--- config.mk ---
export PLATFORM = sky130hd
export DESIGN_NAME = v3au_div
export DESIGN_NICKNAME = d
export VERILOG_FILES = /design/src/rtl/v3au_pkg.sv /design/src/rtl/v3au_div.sv
export SDC_FILE = /design/constraint.sdc
export NUM_CORES = 2
export LEC_CHECK = 0
export ABC_CLOCK_PERIOD_IN_PS = 4000
export BUFFER_PORTS_ARGS = -buffer_cell sky130_fd_sc_hd__buf_2
export CAP_MARGIN = 10
export CORE_MARGIN = 10
export CORE_UTILIZATION = 25
export CTS_CLUSTER_DIAMETER = 30
export DETAILED_ROUTE_END_ITERATION = 8
export PLACE_DENSITY = 0.37
export SYNTH_ARGS = -nofsm -noshare
export SYNTH_HDL_FRONTEND = slang
export SYNTH_SLANG_ARGS = --single-unit
export TNS_END_PERCENT = 50
--- constraint.sdc ---
create_clock -name clk -period 4 [get_ports clk]
set_input_delay 0.2 -clock clk [delete_from_list [all_inputs] [get_ports clk]]
set_output_delay 0.2 -clock clk [all_outputs]
set_load 0.1 [all_outputs]
--- src/rtl/v3au_pkg.sv ---
`default_nettype none
package v3au_pkg;

  localparam int FRAC_BITS = 16;
  localparam int WORD_BITS = 32;

  typedef enum logic [2:0] {
    OP_NEGATE    = 3'd0,
    OP_ADD       = 3'd1,
    OP_SUB       = 3'd2,
    OP_SCALE     = 3'd3,
    OP_EQUAL     = 3'd4,
    OP_LENGTH    = 3'd5,
    OP_NORMALIZE = 3'd6,
    OP_NOP       = 3'd7
  } op_t;

endpackage
`default_nettype wire

--- src/rtl/v3au_div.sv ---
`default_nettype none
module v3au_div #(
  parameter int W = v3au_pkg::WORD_BITS,
  parameter int F = v3au_pkg::FRAC_BITS
) (
  input  wire logic         clk,
  input  wire logic         en,
  input  wire logic [W-1:0] m,
  input  wire logic [W-1:0] d,
  output logic [F:0]        q
);

  // The quotient of (m << F) / d never exceeds 2^F when d >= m, so only the
  // low F+1 quotient bits are developed; the upper remainder starts at m >> 1.
  logic [W-1:0] rem_q [F+1];
  logic [W-1:0] d_q   [F+1];
  logic [F:0]   q_q   [F+1];

  for (genvar j = 0; j <= F; j++) begin : g_stage
    logic [W-1:0] rem_p;
    logic [W-1:0] d_p;
    logic [F:0]   q_p;
    logic         nbit;
    logic [W:0]   r2;
    logic [W:0]   diff;

    if (j == 0) begin : g_first
      assign rem_p = {1'b0, m[W-1:1]};
      assign d_p   = d;
      assign q_p   = '0;
      assign nbit  = m[0];
    end else begin : g_next
      assign rem_p = rem_q[j-1];
      assign d_p   = d_q[j-1];
      assign q_p   = q_q[j-1];
      assign nbit  = 1'b0;
    end

    always_comb begin
      r2   = {rem_p, nbit};
      diff = r2 - {1'b0, d_p};
    end

    always_ff @(posedge clk) begin
      if (en) begin
        if (r2 >= {1'b0, d_p}) begin
          rem_q[j] <= diff[W-1:0];
          q_q[j]   <= {q_p[F-1:0], 1'b1};
        end else begin
          rem_q[j] <= r2[W-1:0];
          q_q[j]   <= {q_p[F-1:0], 1'b0};
        end
        d_q[j] <= d_p;
      end
    end
  end

  assign q = q_q[F];

endmodule
`default_nettype wire

* Word-level counts from Yosys, hierarchy flattened
Memory sizes are Yosys's and may differ from the RTL's.
Cells that the tools add are included.
** Storage, ports and cells
- Bits in writable memories :: 1377
- Input port bits :: 66
- Flip-flop bits (word level) :: 0
- Word-level logic and storage cells :: 209
- Memories :: 3
- Output and inout port bits :: 17
** Operators by class
- Multiplexer cells :: 138
- Add/subtract/negate cells :: 17
- Bitwise logic cells :: 34
- Magnitude comparators :: 17
** Memory list
- d_q :: depth 17, bits a word 32, read ports 16, clocked after memory_dff 0, write ports 17, line v3au_div.sv:16 : logic [W-1:0] d_q [F+1];
- rem_q :: depth 17, bits a word 32, read ports 16, clocked after memory_dff 0, write ports 17, line v3au_div.sv:15 : logic [W-1:0] rem_q [F+1];
- q_q :: depth 17, bits a word 17, read ports 17, clocked after memory_dff 0, write ports 17, line v3au_div.sv:17 : logic [F:0] q_q [F+1];
** Operator list (number)
- $mux W32 :: 17
- $sub A32 B32 Y32 :: 17
- $ge A33 B32 Y1 :: 16
- $mux W17 :: 17
- $mux W1 :: 104
- $or A1 B1 Y1 :: 34
- $ge A32 B32 Y1 :: 1

* Depth between registers and ports, before layout
An unclocked memory read counts as a cell.
- Word-level depth :: 6
- Gate-level depth with buffers :: 15

* Worst setup path before layout
No wires, ideal clock.
- Kind :: register to register
- From :: memory rem_q[9][0] (netlist name)
- To :: memory rem_q[10][4] (netlist name) (data pin)
- Data arrival time :: 3.127 ns
- Buffers on the path :: 1
- Setup slack :: 0.613 ns
- Stages on the path, launching flop included :: 12
- Required time :: 3.740 ns
- Setup time :: 0.260 ns
- Period minus slack after synthesis :: 3.387 ns
- Cell sequence :: edfxtp_1 ha_1 nor2b_1 o31a_1 o41a_1 o41ai_2 o211ai_1 a41oi_2 nor3_1 nor3_4 buf_4 mux2_2
** RTL lines (line)
- from (decl) :: v3au_div.sv:15

==> out/results.ini <==
[status]
status=completed

[worst_setup_path]
cp.required_ns=4.56
cp-start-kind=flip-flop
path_class=reg2reg
critPathArrivalTime_ns=4.43
path_max_fanout=11
crit_top_cell=buf_4
slowest_delay_ns=0.37
cpLargestDelayFamily=compound AO/OA/AOI/OAI gates
worst_path_max_delay_cell=edfxtp_1
crit_chain=buf_4, ha_1, nor2b_1, o31a_1, o31ai_2, buf_4, a21oi_1, o221ai_1, o21ai_1, o2111ai_1, o41ai_1, a31oi_4, buf_4, mux2_2
crit_buf_inv=3
end_kind=flip-flop
r2r-start=rem_q[4][0]
critPathLaunch=rem_q[4][0]

[sta]
setup_viol=0
slew_headroom_pct=32.25
whs_ns=0.1128
max_freq_mhz=258.7
fin_skew_ns=0.04147
tightest_slew_ns=1.008
setup_tns_ns=0
slew_viol_final=0
grt_setup_unrepaired=no
period_needed_ns=3.866
hold_violations=0
period_share_pct=96.65

[flow_run]
maxCapViolations=0

[yosys]
syn-num-nets=7082
seq_area_frac_synth_pct=50.22
synth_ff_type=edfxtp_1
synth_edf_count=1176
syn_area_um2=70360
synth_area_leader_cell=edfxtp_1
synth_area_per_cell_um2=10.90
synth_area_leaders=edfxtp_1 50%, ha_1 9.7%, mux2_2 4.0%, a21oi_1 3.9%, inv_1 3.7%
syn_inst=6457
async_reset_ff_share_pct=0
synth_cell_type_count=102
ys_seq_elements=1177
ys_warn_count=0
synth_top_area_share_pct=50.19

[pwr]
fin_total_pwr_mw=76.08
cellLeakagePower_nw=36.57
power.density_nw_per_um2=856.0
ir_worst_vdd_mv=0.3410

[clock_tree]
cts_buffers=349
cts_buffer_depth=4
cts.sinks=1177
ctsRootBufferMaster=clkbuf_16
clk_latency_ns=0.84
cts_setup_buffers=0
clkTransAtPathRegs_ns=0.04
tritoncts=done
cts_max_level=5

[min_path]
holdCritStartpoint=d[26]
worstHoldPathType=in2reg

[placed_design]
finalWeightedCongestion=0.9116
detailed_place_hpwl_um=147800
portBuffers=82

[drt]
first_pass_iters=5
drc=0
wire_per_inst_um=17.29
num_vias=49930
drt_iter0_markers=1990
drt-total-wl_um=190600
dr_wl_met2_um=104200
top_layer=met4
wl_met3_um=5122
wl_met1_um=65890
postRouteAntennaNets=0
viasPerCell=4.528

[layout]
drive_gt1_share_pct=15.61
syn_to_final_growth_pct=26.31
num-fill-cells=28180
final_nets=7663

[global_route]
grt_max_degree=146
antenna_found_initial=4
grt_pass1_wl_um=295100
grt.overflow.total=0
grt_use_total_pct=12.25
grt_pass1_vias=54420

[floorplanning]
die_h_um=550.5
io_pins=83
die_area_um2=303100
core_region_area_um2=279900
die_x_um=550.5
rows=194
start_util_pct=25.14

-- synth_stat cells, types with 17 or more instances --
library cell	number
a211oi_1	46
a21o_1	269
a21oi_1	544
a31oi_1	54
and2_1	31
and3_1	49
buf_2	34
clkbuf_1	141
edfxtp_1	1176
ha_1	543
inv_1	698
mux2_2	248
nand2_1	398
nand2b_1	64
nand3_1	101
nand4_1	93
nor2_1	385
nor2b_1	72
nor3_1	75
nor4_1	20
o211ai_1	31
o21a_1	89
o21ai_0	378
o21bai_1	58
o31a_1	17
o31ai_1	48
or2_2	18
or3_1	19
xnor2_1	255
xor2_1	170
-- registers in the layout, summed over array words and instances (netlist names) --
name,flops
q_q,153
rem_q,512
d_q,512
-- stage by stage --
stage	cells	instance area, um^2	util, %	worst slack, ns
global route	11030	88880	31.76	0.003687
floorplan	6457	70360	-	0.6132
CTS	11030	88820	31.74	0.01027
detailed placement	10340	77080	27.54	0.01352
finish	11030	88880	31.76	0.1341
global placement	10340	77080	27.54	0.009716
-- cells in the final DEF, fill, tap and decap left out, drive strengths merged, types with 73 or more instances in the layout --
cell	count
edfxtp	1176
inv	708
a21oi	546
ha	543
clkbuf	428
nand2	399
o21ai	388
nor2	385
buf	350
a21o	270
xnor2	255
mux2	255
xor2	170
clkinv	131
nand3	101
nand4	93
o21a	89
nor3	76
nor2b	73
-- final timing paths --
kind / cells past startpoint / end / slack [ns]
worst max-delay path: 14 / rem_q[5][25] / 0.13
worst min-delay path: 2 / d_q[0][26] / 0.11
worst max register to register: 14 / rem_q[5][25] / 0.13
worst min register to register: 0 / q_q[4][1] / 0.38
-- kinds of logic (layout without fill, tap and decap cells) --
logic type | count (synthesis) | in the layout | synth area share [%]
AO/OA/AOI/OAI | 1749 | 1749 | 15.77
AND/OR/NAND/NOR | 1390 | 1390 | 9.439
flip-flops | 1177 | 1177 | 50.22
buffers and inverters | 887 | 1732 | 4.867
adder cells (fa/ha/maj) | 559 | 559 | 10.11
XOR/XNOR | 425 | 425 | 5.290
multiplexers | 270 | 270 | 4.305
other | 0 | 1 | 0
-- power breakdown --
part / total [mW] / leakage [nW] / switching, mW / internal, mW
Combinational: 30.3 / 19.7 / 16.8 / 13.5
Clock: 25.7 / 5.38 / 7.53 / 18.2
Sequential: 20.1 / 11.5 / 1.71 / 18.4
-- layout make-up --
type                       count  area (um^2)  share of cell area, %
sequential                  1177        35330                  39.76
multi-input combinational   4393        31760                  35.74
clock buffer                 428         9115                  10.26
tap                         3724         4659                  5.243
timing repair buffer         418         3443                  3.874
inverter                     699         2624                  2.952
clock inverter               187         1937                  2.179
antenna                        1        2.502               0.002816
-- metal layers --
metal,global-route usage [%],up-vias
met5,0,-
met4,8.976,0
met2,24.51,940
met1,11.01,23400
li1,-,24920
met3,1.757,675
-- worst register-to-register path: cells and delay by family, from the launching register on --
kind	cells	cell delay (ns)
AOI/OAI and AO/OA	8	1.86
buffers and inverters	3	0.55
DFF	1	0.37
muxes	1	0.36
adders and majority gates	1	0.30
and+or+nand+nor	1	0.16
-- timing repair --
| item | in CTS | in global routing |
|---|---|---|
| endpoints found under the hold margin | 106 | 0 |
| hold buffers | 68 | 0 |
| pin swaps | 0 | 1 |
| gates resized for setup | 1 | 12 |
| endpoints found under the setup margin | 10 | 98 |
(Power assumes the default switching activity.)
