## src/rtl/v3au_pkg.sv

```systemverilog
`default_nettype none
package v3au_pkg;

  localparam int FRAC_BITS = 16;
  localparam int WORD_BITS = 32;

  typedef enum logic [2:0] {
    OP_NEGATE    = 3'd0,
    OP_ADD       = 3'd1,
    OP_SUB       = 3'd2,
    OP_SCALE     = 3'd3,
    OP_EQUAL     = 3'd4,
    OP_LENGTH    = 3'd5,
    OP_NORMALIZE = 3'd6,
    OP_NOP       = 3'd7
  } op_t;

endpackage
`default_nettype wire

```

## src/rtl/v3au_sqrt.sv

```systemverilog
`default_nettype none
module v3au_sqrt #(
  parameter int W = v3au_pkg::WORD_BITS
) (
  input  wire logic           clk,
  input  wire logic           en,
  input  wire logic [2*W-1:0] rad,
  output logic [W-1:0]        root
);

  logic [W+1:0]   rem_q  [W];
  logic [W-1:0]   root_q [W];
  logic [2*W-1:0] rad_q  [W];

  for (genvar k = 0; k < W; k++) begin : g_stage
    logic [W+1:0]   rem_p;
    logic [W-1:0]   root_p;
    logic [2*W-1:0] rad_p;
    logic [W+3:0]   r4;
    logic [W+3:0]   trial;
    logic [W+3:0]   diff;

    if (k == 0) begin : g_first
      assign rem_p  = '0;
      assign root_p = '0;
      assign rad_p  = rad;
    end else begin : g_next
      assign rem_p  = rem_q[k-1];
      assign root_p = root_q[k-1];
      assign rad_p  = rad_q[k-1];
    end

    always_comb begin
      r4    = {rem_p, rad_p[2*W-1:2*W-2]};
      trial = {2'b00, root_p, 2'b01};
      diff  = r4 - trial;
    end

    always_ff @(posedge clk) begin
      if (en) begin
        if (r4 >= trial) begin
          rem_q[k]  <= diff[W+1:0];
          root_q[k] <= {root_p[W-2:0], 1'b1};
        end else begin
          rem_q[k]  <= r4[W+1:0];
          root_q[k] <= {root_p[W-2:0], 1'b0};
        end
        rad_q[k] <= rad_p << 2;
      end
    end
  end

  assign root = root_q[W-1];

endmodule
`default_nettype wire

```

## config.mk

```make
export PLATFORM = sky130hd
export DESIGN_NAME = v3au_sqrt
export DESIGN_NICKNAME = d
export VERILOG_FILES = /design/src/rtl/v3au_pkg.sv /design/src/rtl/v3au_sqrt.sv
export SDC_FILE = /design/constraint.sdc
export NUM_CORES = 2
export LEC_CHECK = 0
export BUFFER_PORTS_ARGS = -buffer_cell sky130_fd_sc_hd__buf_2
export CAP_MARGIN = 20
export CORE_MARGIN = 8
export CORE_UTILIZATION = 45
export CTS_CLUSTER_SIZE = 28
export DETAILED_ROUTE_END_ITERATION = 16
export SLEW_MARGIN = 20
export SYNTH_ARGS = -nofsm -noshare
export SYNTH_HDL_FRONTEND = slang
export SYNTH_MEMORY_MAX_BITS = 65536
export SYNTH_SLANG_ARGS = --single-unit
```

## constraint.sdc

```tcl
create_clock -name clk -period 4.97 [get_ports clk]
set_input_delay 0.2485 -clock clk [delete_from_list [all_inputs] [get_ports clk]]
set_output_delay 0.2485 -clock clk [all_outputs]
set_load 0.01 [all_outputs]
```

* After elaboration in Yosys (flattened, before gate mapping)
Memory sizes are Yosys's and may differ from the RTL's.
Cells that the tools add are included.
** Operators by class
- Bitwise operators :: 64
- Magnitude comparators :: 32
- Multiplexer cells :: 258
- $add $sub $neg :: 32
** Operators with widths (count)
- greater-or-equal comparator 36 x 34 -> 1 bit :: 31
- two-way mux 34 bit :: 32
- subtractor 34 bit :: 31
- two-way mux 32 bit :: 32
- two-way mux 1 bit :: 194
- OR 1 bit :: 64
- subtractor 2 x 1 -> 3 bit, second input constant :: 1
- greater-or-equal comparator 2 x 1 -> 1 bit, second input constant :: 1
** Storage, ports and cells
- Output and inout port bits :: 32
- Memories kept :: 3
- Word-level logic and storage cells :: 389
- Bits in writable memories :: 4096
- Input port bits :: 66
- Flip-flop bits (word level) :: 0
** Memory list
- rad_q :: depth 32, width 62, rd ports 31, clocked after memory_dff 0, wr ports 32, RTL line v3au_sqrt.sv:13 : logic [2*W-1:0] rad_q [W];
- rem_q :: depth 32, width 34, rd ports 31, clocked after memory_dff 0, wr ports 32, RTL line v3au_sqrt.sv:11 : logic [W+1:0] rem_q [W];
- root_q :: depth 32, width 32, rd ports 32, clocked after memory_dff 0, wr ports 32, RTL line v3au_sqrt.sv:12 : logic [W-1:0] root_q [W];

* Logic depth before layout (Yosys ltp)
An unclocked memory read counts as a cell.
- Depth in word-level cells :: 6
- Mapped depth :: 15
- Depth with buffers taken out :: 13

* Least setup slack after synthesis
Ideal clock, no wire load.
- Path type :: flip-flop to flip-flop
- From :: memory rem_q[0][499] (netlist bit)
- To :: memory rem_q[0][519] (netlist bit) (data pin)
- Library setup time :: 0.262 ns
- Period minus slack after synthesis :: 3.694 ns
- Setup slack :: 1.276 ns
- Buffers on the path :: 1
- Stages on the path, launching flop included :: 9
- Arrival time :: 3.431 ns
- Cell sequence :: edfxtp_1 or4_1 or3_1 or4_1 or4_1 or3_1 o31ai_4 buf_2 mux2_1
** RTL lines (RTL line)
- start: declaration :: v3au_sqrt.sv:11

==> flow_summary.ini <==
[status]
run_status = completed

[timing]
slew_violations = 0
slew_headroom_pct = 25.70
tightest_slew_ns = 1.115
fmax_mhz = 230.7
hold_violations = 0
rsz0062_at_grt = no
clock_skew_ns = 0.04604
min_period_ns = 4.335
final.setup.tns_ns = 0
setup_viol = 0
fin_crit_sh_pct = 87.23

[placed_design]
dpl.cell_count = 12700
hpwlAfterDp_mm = 175.2
place_area_mm2 = 0.1229
finalWeightedCongestion = 0.8901
io_buffers = 97

[cts]
cts_buffers = 289
htreeDepth = 5
clk_pin_slew_ns = 0.06
postCtsResizedCells = 0
clockBufferDepth = 4
root_buffer = clkbuf_16
cts_tree = done
cts_setup_buffers = 0
cts.sinks = 2523
clk-insertion-delay-late_ns = 0.87

[route]
ant_nets = 0
drt-pass1-iter-count = 5
met3WireLength_mm = 10.21
top_layer = met4
vias = 71090
routed_wl_mm = 244.2
met2_length_mm = 117.8
drc = 0
wl_met1_mm = 108.8
vias_per_cell = 5.353
post_drt_wl_per_cell_um = 18.38
drt_iter0_markers = 5198

[pwr]
vdd_drop_max_mv = 0.2993
p_leak_nw = 50.07
powerDensity_mw_per_mm2 = 472.7

[critical_path]
critPathSlowestCell = a211oi_1
cp_max_fo = 30
critPathCaptureType = flop
crit_type = flop to flop
crit_path_cell_trace = ha_1 > nor2b_1 > o31a_1 > o41ai_1 > a21oi_1 > a31o_2 > a211oi_1 > o211a_1 > inv_1 > o311ai_0 > xnor2_1
crit_arrival_ns = 4.93
crit_required_ns = 5.57
worst_setup_path_start_kind = flop
max_stage_delay_ns = 0.56

[final_layout]
drive_gt1_share_pct = 7.383
finalNonFillerCells = 13280
nets = 10180
area_delta_synth_final_pct = 12.67
fin_area_mm2 = 0.1329

[floorplanning]
ios = 98
dieArea_mm2 = 0.2788
core_area_mm2 = 0.2616
start_util_pct = 45.11
rows = 188
die_x_um = 528.0
die_h_um = 528.0

[synth]
synth_fp_nets = 9835
synth_top_area_share_pct = 64.19
yosysSeqAreaShare_pct = 64.20
syn_area_per_cell_um2 = 12.82
async_flop_share_pct = 0
synth_area_leader_cell = edfxtp_1
synth-seq-cells = 2523
synth_cells = 9206
synth_edf_count = 2522
yosys_warnings = 0
syn_area_mm2 = 0.1180
ys_top_cells_by_area = edfxtp_1 (64%), ha_1 (6.0%), xor2_1 (3.2%)
ys.flop_type = edfxtp_1
synth_cell_types = 84

[grt]
grt_pass1_vias = 70390
grt_pass1_wl_mm = 387.9
antenna_found_initial = 5
grt_max_degree = 179
groute.usage.overall_pct = 17.05
grt-ovfl-total = 0

[flow_run]
drv_cap = 0

[min_path]
hold_class = input port to flop
==> registers in the layout, summed over array words and instances (netlist names) <==
name,cells
rem_q,1003
rad_q,992
root_q,528
==> layout by cell type (no fill, tap or decap), types with 58 or more instances in the layout <==
| master | synthesis | layout |
|---|---|---|
| a211oi_1 | 59 | 58 |
| a21o_1 | 218 | 218 |
| a21oi_1 | 477 | 476 |
| buf_2 | 9 | 96 |
| buf_4 | 0 | 65 |
| clkbuf_16 | 0 | 294 |
| dlygate4sd3_1 | 0 | 75 |
| edfxtp_1 | 2522 | 2522 |
| ha_1 | 563 | 563 |
| inv_1 | 686 | 686 |
| nand2_1 | 737 | 737 |
| nand2b_1 | 158 | 158 |
| nand3_1 | 141 | 141 |
| nand4_1 | 75 | 75 |
| nor2_1 | 506 | 504 |
| nor2b_1 | 63 | 62 |
| nor3_1 | 246 | 246 |
| nor4_1 | 127 | 126 |
| o21a_1 | 77 | 77 |
| o21ai_0 | 579 | 578 |
| or3_1 | 102 | 102 |
| or4_1 | 65 | 65 |
| xnor2_1 | 424 | 424 |
| xor2_1 | 433 | 433 |
==> metal layers <==
| layer | track usage (%) | up-vias |
|---|---|---|
| met5 | 0 | - |
| met4 | 5.166 | 0 |
| met3 | 2.645 | 444 |
| met2 | 29.00 | 1471 |
| met1 | 22.63 | 34440 |
| li1 | - | 34740 |
==> report_power, final <==
part	leakage [nW]	internal, mW	switching [mW]	total [mW]
clock	4.50	12.3	8.52	20.8
combinational	21.2	5.47	7.55	13.0
sequential	24.3	27.1	1.91	29.0
==> per-stage QoR <==
stage | hold WS, ns | setup slack, ns | total power [mW] | util (%)
after floorplan | 0.3474 | 1.276 | 38.41 | -
after global placement | 0.4003 | 0.8354 | 42.17 | 46.99
after detailed placement | 0.4045 | 0.7099 | 42.38 | 46.99
after CTS | 0.0005193 | 0.6848 | 63.66 | 50.82
after global routing | 0.02246 | 0.3243 | 66.31 | 50.82
final | 0.08572 | 0.6349 | 62.84 | 50.82
==> Yosys cell counts (all sizes together), types with 42 or more instances <==
cell type / n
edfxtp: 2522
nand2: 737
inv: 688
o21ai: 581
ha: 563
nor2: 506
a21oi: 477
xor2: 433
xnor2: 424
nor3: 248
a21o: 218
clkbuf: 180
nand2b: 158
nand3: 141
nor4: 127
or3: 102
o21a: 77
nand4: 75
or4: 65
nor2b: 63
a211oi: 59
mux2: 58
o21bai: 57
and3: 56
o31ai: 52
a31oi: 48
or2: 46
o211ai: 42
==> path summary, 6_finish.rpt <==
path / startpoint / endpoint / slack (ns) / cells past startpoint
hold / removal: rad[57] / rad_q[0][57] / 0.09 / 2
setup reg to reg: rem_q[1][272] / rem_q[1][336] / 0.63 / 11
hold reg to reg: rad_q[0][4] / rad_q[0][68] / 0.40 / 0
setup / recovery: rem_q[1][272] / rem_q[1][336] / 0.63 / 11
==> worst max-delay path: cells and delay by family, from the launching register on <==
kind / cells / cell delay [ns]
compound gates: 7 / 2.54
buf+inv: 1 / 0.44
flops: 1 / 0.40
fa+ha+maj: 1 / 0.38
simple gates: 1 / 0.17
xor+xnor: 1 / 0.11
==> layout make-up <==
type	count	area [µm²]
multi-input cells	5797	39000
fillers	22360	128600
inverters	689	2586
clock inverters	164	1722
diodes	1	2.502
clock buffers	347	7556
repair buffers	246	1919
flip-flops and latches	2523	75750
well taps	3515	4398
==> cells by family (layout without fill, tap and decap cells) <==
kind of cell	Yosys count	after routing	share of synthesized area (%)
xor+xnor	857	857	6.362
other cells	0	1	0
simple gates	2483	2483	10.42
flops	2523	2523	64.20
compound gates	1821	1821	9.532
buf+inv	886	1446	2.829
mux	73	73	0.6808
fa+ha+maj	563	563	5.970
==> repair_timing <==
item                                   CTS  global route
hold buffers                            75             0
setup endpoints to repair                0             0
endpoints found under the hold margin   93             0
Power figures use the tool's default switching activity.
