==> src/rtl/v3au_pkg.sv <==
`default_nettype none
package v3au_pkg;

  localparam int FRAC_BITS = 16;
  localparam int WORD_BITS = 32;

  typedef enum logic [2:0] {
    OP_NEGATE    = 3'd0,
    OP_ADD       = 3'd1,
    OP_SUB       = 3'd2,
    OP_SCALE     = 3'd3,
    OP_EQUAL     = 3'd4,
    OP_LENGTH    = 3'd5,
    OP_NORMALIZE = 3'd6,
    OP_NOP       = 3'd7
  } op_t;

endpackage
`default_nettype wire

==> src/rtl/v3au_lane.sv <==
`default_nettype none
module v3au_lane #(
  parameter int W = v3au_pkg::WORD_BITS,
  parameter int F = v3au_pkg::FRAC_BITS
) (
  input  wire logic                clk,
  input  wire logic                en,
  input  wire v3au_pkg::op_t       op,
  input  wire logic signed [W-1:0] a,
  input  wire logic signed [W-1:0] b,
  input  wire logic signed [W-1:0] s,
  output logic signed [W-1:0]      res,
  output logic [2*W-1:0]           sq,
  output logic [W-1:0]             amag,
  output logic                     aneg
);

  logic [W-1:0]        a_abs;
  logic [W-1:0]        s_abs;
  logic signed [W:0]   sum;
  logic [W-1:0]        simple;

  v3au_pkg::op_t       op1;
  logic [W-1:0]        simple1;
  logic [2*W-1:0]      prod1;
  logic [2*W-1:0]      sqr1;
  logic [W-1:0]        amag1;
  logic                aneg1;
  logic                pneg1;

  logic [2*W-1:0]      sh;
  logic [2*W-1:0]      lim;
  logic [2*W-1:0]      sat;
  logic [W-1:0]        scaled;

  assign a_abs = a[W-1] ? (~a + 1'b1) : a;
  assign s_abs = s[W-1] ? (~s + 1'b1) : s;

  always_comb begin
    unique case (op)
      v3au_pkg::OP_NEGATE: sum = -{a[W-1], a};
      v3au_pkg::OP_ADD:    sum = {a[W-1], a} + {b[W-1], b};
      v3au_pkg::OP_SUB:    sum = {a[W-1], a} - {b[W-1], b};
      default:             sum = '0;
    endcase
    if (sum[W] != sum[W-1]) begin
      simple = sum[W] ? {1'b1, {(W-1){1'b0}}} : {1'b0, {(W-1){1'b1}}};
    end else begin
      simple = sum[W-1:0];
    end
  end

  always_ff @(posedge clk) begin
    if (en) begin
      op1     <= op;
      simple1 <= simple;
      prod1   <= a_abs * s_abs;
      sqr1    <= a_abs * a_abs;
      amag1   <= a_abs;
      aneg1   <= a[W-1];
      pneg1   <= a[W-1] ^ s[W-1];
    end
  end

  always_comb begin
    sh     = prod1 >> F;
    lim    = {{W{1'b0}}, 1'b1, {(W-1){1'b0}}} - {{(2*W-1){1'b0}}, ~pneg1};
    sat    = (sh > lim) ? lim : sh;
    scaled = pneg1 ? (~sat[W-1:0] + 1'b1) : sat[W-1:0];
  end

  always_ff @(posedge clk) begin
    if (en) begin
      res  <= (op1 == v3au_pkg::OP_SCALE) ? scaled : simple1;
      sq   <= sqr1;
      amag <= amag1;
      aneg <= aneg1;
    end
  end

endmodule
`default_nettype wire

==> config.mk <==
export PLATFORM = sky130hd
export DESIGN_NAME = v3au_lane
export DESIGN_NICKNAME = d
export VERILOG_FILES = /design/src/rtl/v3au_pkg.sv /design/src/rtl/v3au_lane.sv
export SDC_FILE = /design/constraint.sdc
export NUM_CORES = 2
export LEC_CHECK = 0
export BUFFER_PORTS_ARGS = -buffer_cell sky130_fd_sc_hd__buf_4
export CAP_MARGIN = 20
export CELL_PAD_IN_SITES_DETAIL_PLACEMENT = 0
export CELL_PAD_IN_SITES_GLOBAL_PLACEMENT = 1
export CORE_MARGIN = 5
export CORE_UTILIZATION = 25
export CTS_CLUSTER_DIAMETER = 40
export DETAILED_ROUTE_END_ITERATION = 10
export PLACE_DENSITY = 0.56
export SLEW_MARGIN = 25
export SYNTH_ARGS = -nofsm -noshare
export SYNTH_HDL_FRONTEND = slang
export SYNTH_SLANG_ARGS = --single-unit
==> constraint.sdc <==
create_clock -name clk -period 12.7 [get_ports clk]
set_input_delay 0.635 -clock clk [delete_from_list [all_inputs] [get_ports clk]]
set_output_delay 0.635 -clock clk [all_outputs]
set_load 0.01 [all_outputs]
Yosys cells after proc, flatten, opt, wreduce, memory -nomap -nowiden
Cells that the tools add are included.
{"block": "op_classes", "reduce_logical": 1, "n_eq_ne": 4, "n_lt_le_gt_ge": 1, "n_bitwise": 5, "mul": 2, "mux": 8, "n_addsub": 7}
{"cell": "32-bit two-way mux", "count": 7}
{"cell": "32-bit by 32-bit multiplier with 64-bit output", "count": 2}
{"cell": "33-bit case mux with 3 select lines", "count": 1}
{"cell": "32-bit by 1-bit adder with 32-bit output, second input constant", "count": 3}
{"cell": "32-bit inverter", "count": 3}
{"cell": "48-bit by 64-bit greater-than comparator with 1-bit output", "count": 1}
{"cell": "32-bit by 32-bit adder with 33-bit output", "count": 1}
{"cell": "33-bit negation", "count": 1}
{"cell": "32-bit by 1-bit subtractor with 33-bit output, first input constant", "count": 1}
{"cell": "32-bit by 32-bit subtractor with 33-bit output", "count": 1}
{"cell": "3-bit by 2-bit == test with 1-bit output, second input constant", "count": 2}
{"cell": "3-bit by 1-bit == test with 1-bit output, second input constant", "count": 1}
{"cell": "3-bit zero test", "count": 1}
{"cell": "1-bit inequality test", "count": 1}
{"cell": "1-bit inverter", "count": 1}
{"cell": "1-bit XOR", "count": 1}
{"block": "word_totals", "output_inout_bits": 129, "inputBits": 101, "register_bits": 326, "elab_cells": 39}

Depth between registers and ports, before layout
{"block": "depth", "word_depth": 8, "mapped_depth": 42, "mapped_depth_nobuf": 38}

Worst setup path before layout
OpenSTA, ideal clock, no wires.
{"block": "synth_timing", "kind": "input-to-reg", "start": "input port a[0]", "end": "register sqr1[62], data pin", "stages": 40, "path_slack_ps": 2282, "arrival_time_ps": 10160, "required_ps": 12442, "setup_time_ps": 258, "cell_sequence": "clkbuf_1 -> clkinv_1 -> clkbuf_1 -> ha_1 -> nand4b_1 -> nor3_1 -> nand2_1 -> or4_1 -> nand2_1 -> xor2_1 -> inv_1 -> clkbuf_1 -> buf_1 -> nand2_1 -> fa_1 -> inv_1 -> fa_1 -> fa_1 -> (+4 left out) -> fa_1 -> fa_1 -> inv_1 -> fa_1 -> inv_1 -> ha_1 -> clkbuf_1 -> a21o_1 -> a21oi_1 -> nor2b_1 -> o21a_1 -> o41a_1 -> a2111oi_0 -> a21oi_1 -> a31oi_1 -> o21bai_1 -> a21oi_1 -> xnor2_1"}
{"block": "synth_between", "elab_chain_cells": 4}
{"item": "start: declaration", "line": "v3au_lane.sv:9", "text": "input wire logic signed [W-1:0] a,"}
{"item": "32-bit inverter", "line": "v3au_lane.sv:36", "text": "assign a_abs = a[W-1] ? (~a + 1'b1) : a;"}
{"item": "32-bit by 1-bit adder with 32-bit output", "line": "v3au_lane.sv:36"}
{"item": "32-bit two-way mux", "line": "v3au_lane.sv:36"}
{"item": "net a_abs[26]", "line": "v3au_lane.sv:18", "text": "logic [W-1:0] a_abs;"}
{"item": "32-bit by 32-bit multiplier with 64-bit output", "line": "v3au_lane.sv:58", "text": "sqr1 <= a_abs * a_abs;"}
{"item": "end signal: assignment", "line": "v3au_lane.sv:58"}
{"item": "end: declaration", "line": "v3au_lane.sv:26", "text": "logic [2*W-1:0] sqr1;"}
The timed path passes the listed nets, and every way through them passes these cells.
A chain may end at the register's enable or synchronous reset.

Final worst setup path
{"block": "layout_timing", "start": "input port s[9]", "end": "register prod1[60], data pin"}
{"block": "layout_between", "elab_chain_cells": 4}
{"item": "start: declaration", "line": "v3au_lane.sv:11", "text": "input wire logic signed [W-1:0] s,"}
{"item": "32-bit inverter", "line": "v3au_lane.sv:37", "text": "assign s_abs = s[W-1] ? (~s + 1'b1) : s;"}
{"item": "32-bit by 1-bit adder with 32-bit output", "line": "v3au_lane.sv:37"}
{"item": "32-bit two-way mux *", "line": "v3au_lane.sv:37"}
{"item": "32-bit by 32-bit multiplier with 64-bit output *", "line": "v3au_lane.sv:57", "text": "prod1 <= a_abs * s_abs;"}
{"item": "end signal: assignment", "line": "v3au_lane.sv:57"}
{"item": "end: declaration", "line": "v3au_lane.sv:25", "text": "logic [2*W-1:0] prod1;"}
Mark *: on every way between the ends. The rest lies on a longest branch, timed or not.

==> reports/qor.txt <==
Starting Density: 25.12%
Share of layout cells above drive strength 1: 7.599%
GRT Overall Usage: 17.40%
DP HPWL: 213100 um
Worst setup margin: 1624 ps
Slew HR: 26.70%
Final setup vio count: 0
Global-route wire length before repair: 406700 um
Post-Synth XOR/XNOR Area: 3.674%
Post-route cell area: 85080 um2
# DRC: 0
Vias in the first global route: 61640
Fmax: 0.09029 GHz
Setup TNS: 0 ps
#FFs+latches synth: 306
Post-Synthesis Cells: 8002
Layout Area Growth over Synthesis: 12.87%
CTS root buf: clkbuf_16
RR Startpoint: pneg1$_DFFE_PP_
Max capacitance violation total: 0
Most frequent cell after synthesis: inv_1
Core Area: 300000 um2
Avg Synthesized Cell Area: 9.419 um2
CTS max path bufs: 3
Critical path peak fanout: 25
Sink Count: 306
Largest area contributor in the netlist: fa_1
Most instantiated cells after synthesis: 1865 x inv_1, 1691 x fa_1, 916 x nor2_1
Routed Antenna Nets: 0
Largest net degree at the start of global routing: 77
Register area: 9189 um2
Worst Path Required: 13120 ps
Routed vias: 55820
Number of top-level pins: 230
Reg-to-reg endpoint: res[26]$_DFFE_PP_
Hold crit path type: in -> reg
Post-synthesis simple-gate area fraction: 11.93%
Port Buf Inserts: 228
Setup bufs post-CTS: 0
Die Height: 559.1 um
Nets: 10520
Hold Path Origin: op[0]
Post-synth EDFFs: 306
H-tree Lvls: 3
Ys async rst share: 0%
FF-to-FF setup slack: 6640 ps
FF-to-FF path depth: 21
DRT iter0 DRCs: 3939
Critical path's most frequent cell: fa_1
Synth Area in Compound Gates: 5.817%
Worst Setup Start Kind: primary input
Row cnt: 201
Sequential area share after synthesis: 12.19%
Worst setup EP type: flop
Clock Pin Slew Worst Setup and Hold Paths: 50 ps
Max incr delay on CP: 650 ps
Tmin final: 11080 ps
Arr. time, crit path: 11500 ps
Max stage delay cell, worst path: or4_1
Placed inst area: 82680 um2
Area taken by multi-input logic gates: 58590 um2
Final Hold Vio Count: 0
Largest family of logic cells by synthesized area: adder cells
Post-CTS resize count: 0
Area contributors post-synth: fa_1 45%, edfxtp_1 12%, ha_1 10%
Pre-CTS WS: 1028 ps
Measured slew at the worst slew-check pin: 1092 ps
Status: finished clean
Fill count: 31810
Avg WL per Cell: 22.33 um
1st-pass router iterations: 5
Ys flop type: edfxtp_1
Gr ovfl total: 0
TritonCTS clock tree: done
Hold Path Depth: 1
Worst clock skew: 19.43 ps
Hold Path End: op1[0]$_DFFE_PP_
Mux contribution to synthesized area: 0.1112%
Synth cell types: 85
Via-to-Cell Ratio: 4.596
Die footprint: 312600 um2
Post-synth top area share: 44.91%
Initial antenna violation count: 31
Crit path buf inv count: 6
Warnings, synthesis: 0
Worst skew pair latency: 670 ps
Adder-cell share of the synthesized area: 55.16%
Pins over their slew limit: 0
Die Wd: 559.1 um
Hold-fix buffers, CTS: 0
TritonCTS Buffers: 68
CP Class: in -> reg
Post-Route WL: 271100 um
Crit path max-delay family: adder cells
RSZ-0062 raised after global routing: no
Syn Std Cell Area: 75370 um2
Final period util: 87.21%
GPL Wtd Cong: 0.8648
through the flow:
step | util, % | std cells | hold slack (ps)
5_1_grt | 28.35 | 12140 | 161.2
3_3_place_gp | 27.54 | 12000 | 401.9
6_report | 28.36 | 12140 | 198.6
4_1_cts | 28.34 | 12130 | 135.1
3_5_place_dp | 27.56 | 12010 | 404.5
2_1_floorplan | - | 8004 | 400.3
worst max path at each step:
stage	slack [ps]	to	start	cells after the start
floorplan	2280	sqr1[62]$_DFFE_PP_	a[0]	40
global placement	990	sqr1[62]$_DFFE_PP_	a[11]	35
detailed placement	1030	prod1[60]$_DFFE_PP_	s[9]	32
CTS	1730	sqr1[62]$_DFFE_PP_	a[11]	33
global route	1030	prod1[60]$_DFFE_PP_	s[9]	32
finish	1620	prod1[60]$_DFFE_PP_	s[9]	32
state kept, by name (all words and copies together) (netlist names):
| register | count |
|---|---|
| sq | 63 |
| sqr1 | 63 |
| prod1 | 48 |
| res | 32 |
| simple1 | 32 |
| amag1 | 31 |
| amag | 31 |
| op1 | 3 |
| aneg | 1 |
| aneg1 | 1 |
| pneg1 | 1 |
logic make-up (layout without fill, tap and decap cells):
group                      after synthesis  in the layout
DFF                                    306            306
xor gates and xnor gates               314            314
AOI/OAI and AO/OA                      685            685
muxes                                    8              8
other                                    1             17
and+or+nand+nor                       2156           2156
adders and majority gates             2310           2310
buffers and inverters                 2222           2390
per-layer routing:
layer / track usage (%) / wire, um
met1: 23.51 / 117800
met2: 28.88 / 128700
met3: 2.565 / 15940
met4: 5.208 / 8635
met5: 0 / 27
placed cells by master, fill, tap and decap left out, types with 14 or more instances in the layout:
cell and instances:
a21o_1 108, a21oi_1 203, a22oi_1 15, a31oi_1 20
and2_1 52, and3_1 19, buf_4 380, clkbuf_16 69
clkinv_1 15, diode_2 14, edfxtp_1 306, fa_1 1691
ha_1 609, inv_1 1858, inv_2 15, nand2_1 867
nand2b_1 32, nand3_1 56, nand4_1 31, nor2_1 916
nor2b_1 26, nor3_1 43, nor4_1 22, o211ai_1 17
o21a_1 29, o21ai_0 133, o21bai_1 17, o22ai_1 18
o31ai_1 30, or2_2 16, or3_1 25, or4_1 14
xnor2_1 143, xnor2_2 22, xor2_1 113, xor2_4 21
layout make-up:
| class | instances | area share [%] |
|---|---|---|
| clock buffer | 72 | 2.043 |
| multi-input combinational | 5476 | 68.87 |
| timing repair buffer | 383 | 3.407 |
| clock inverter | 53 | 0.7191 |
| inverter | 1882 | 8.303 |
| tap | 3958 | 5.821 |
| antenna | 14 | 0.04118 |
| sequential | 306 | 10.80 |
Power is not shown: default switching activity piles up to over one toggle a cycle in this logic, so the estimate is an artifact.
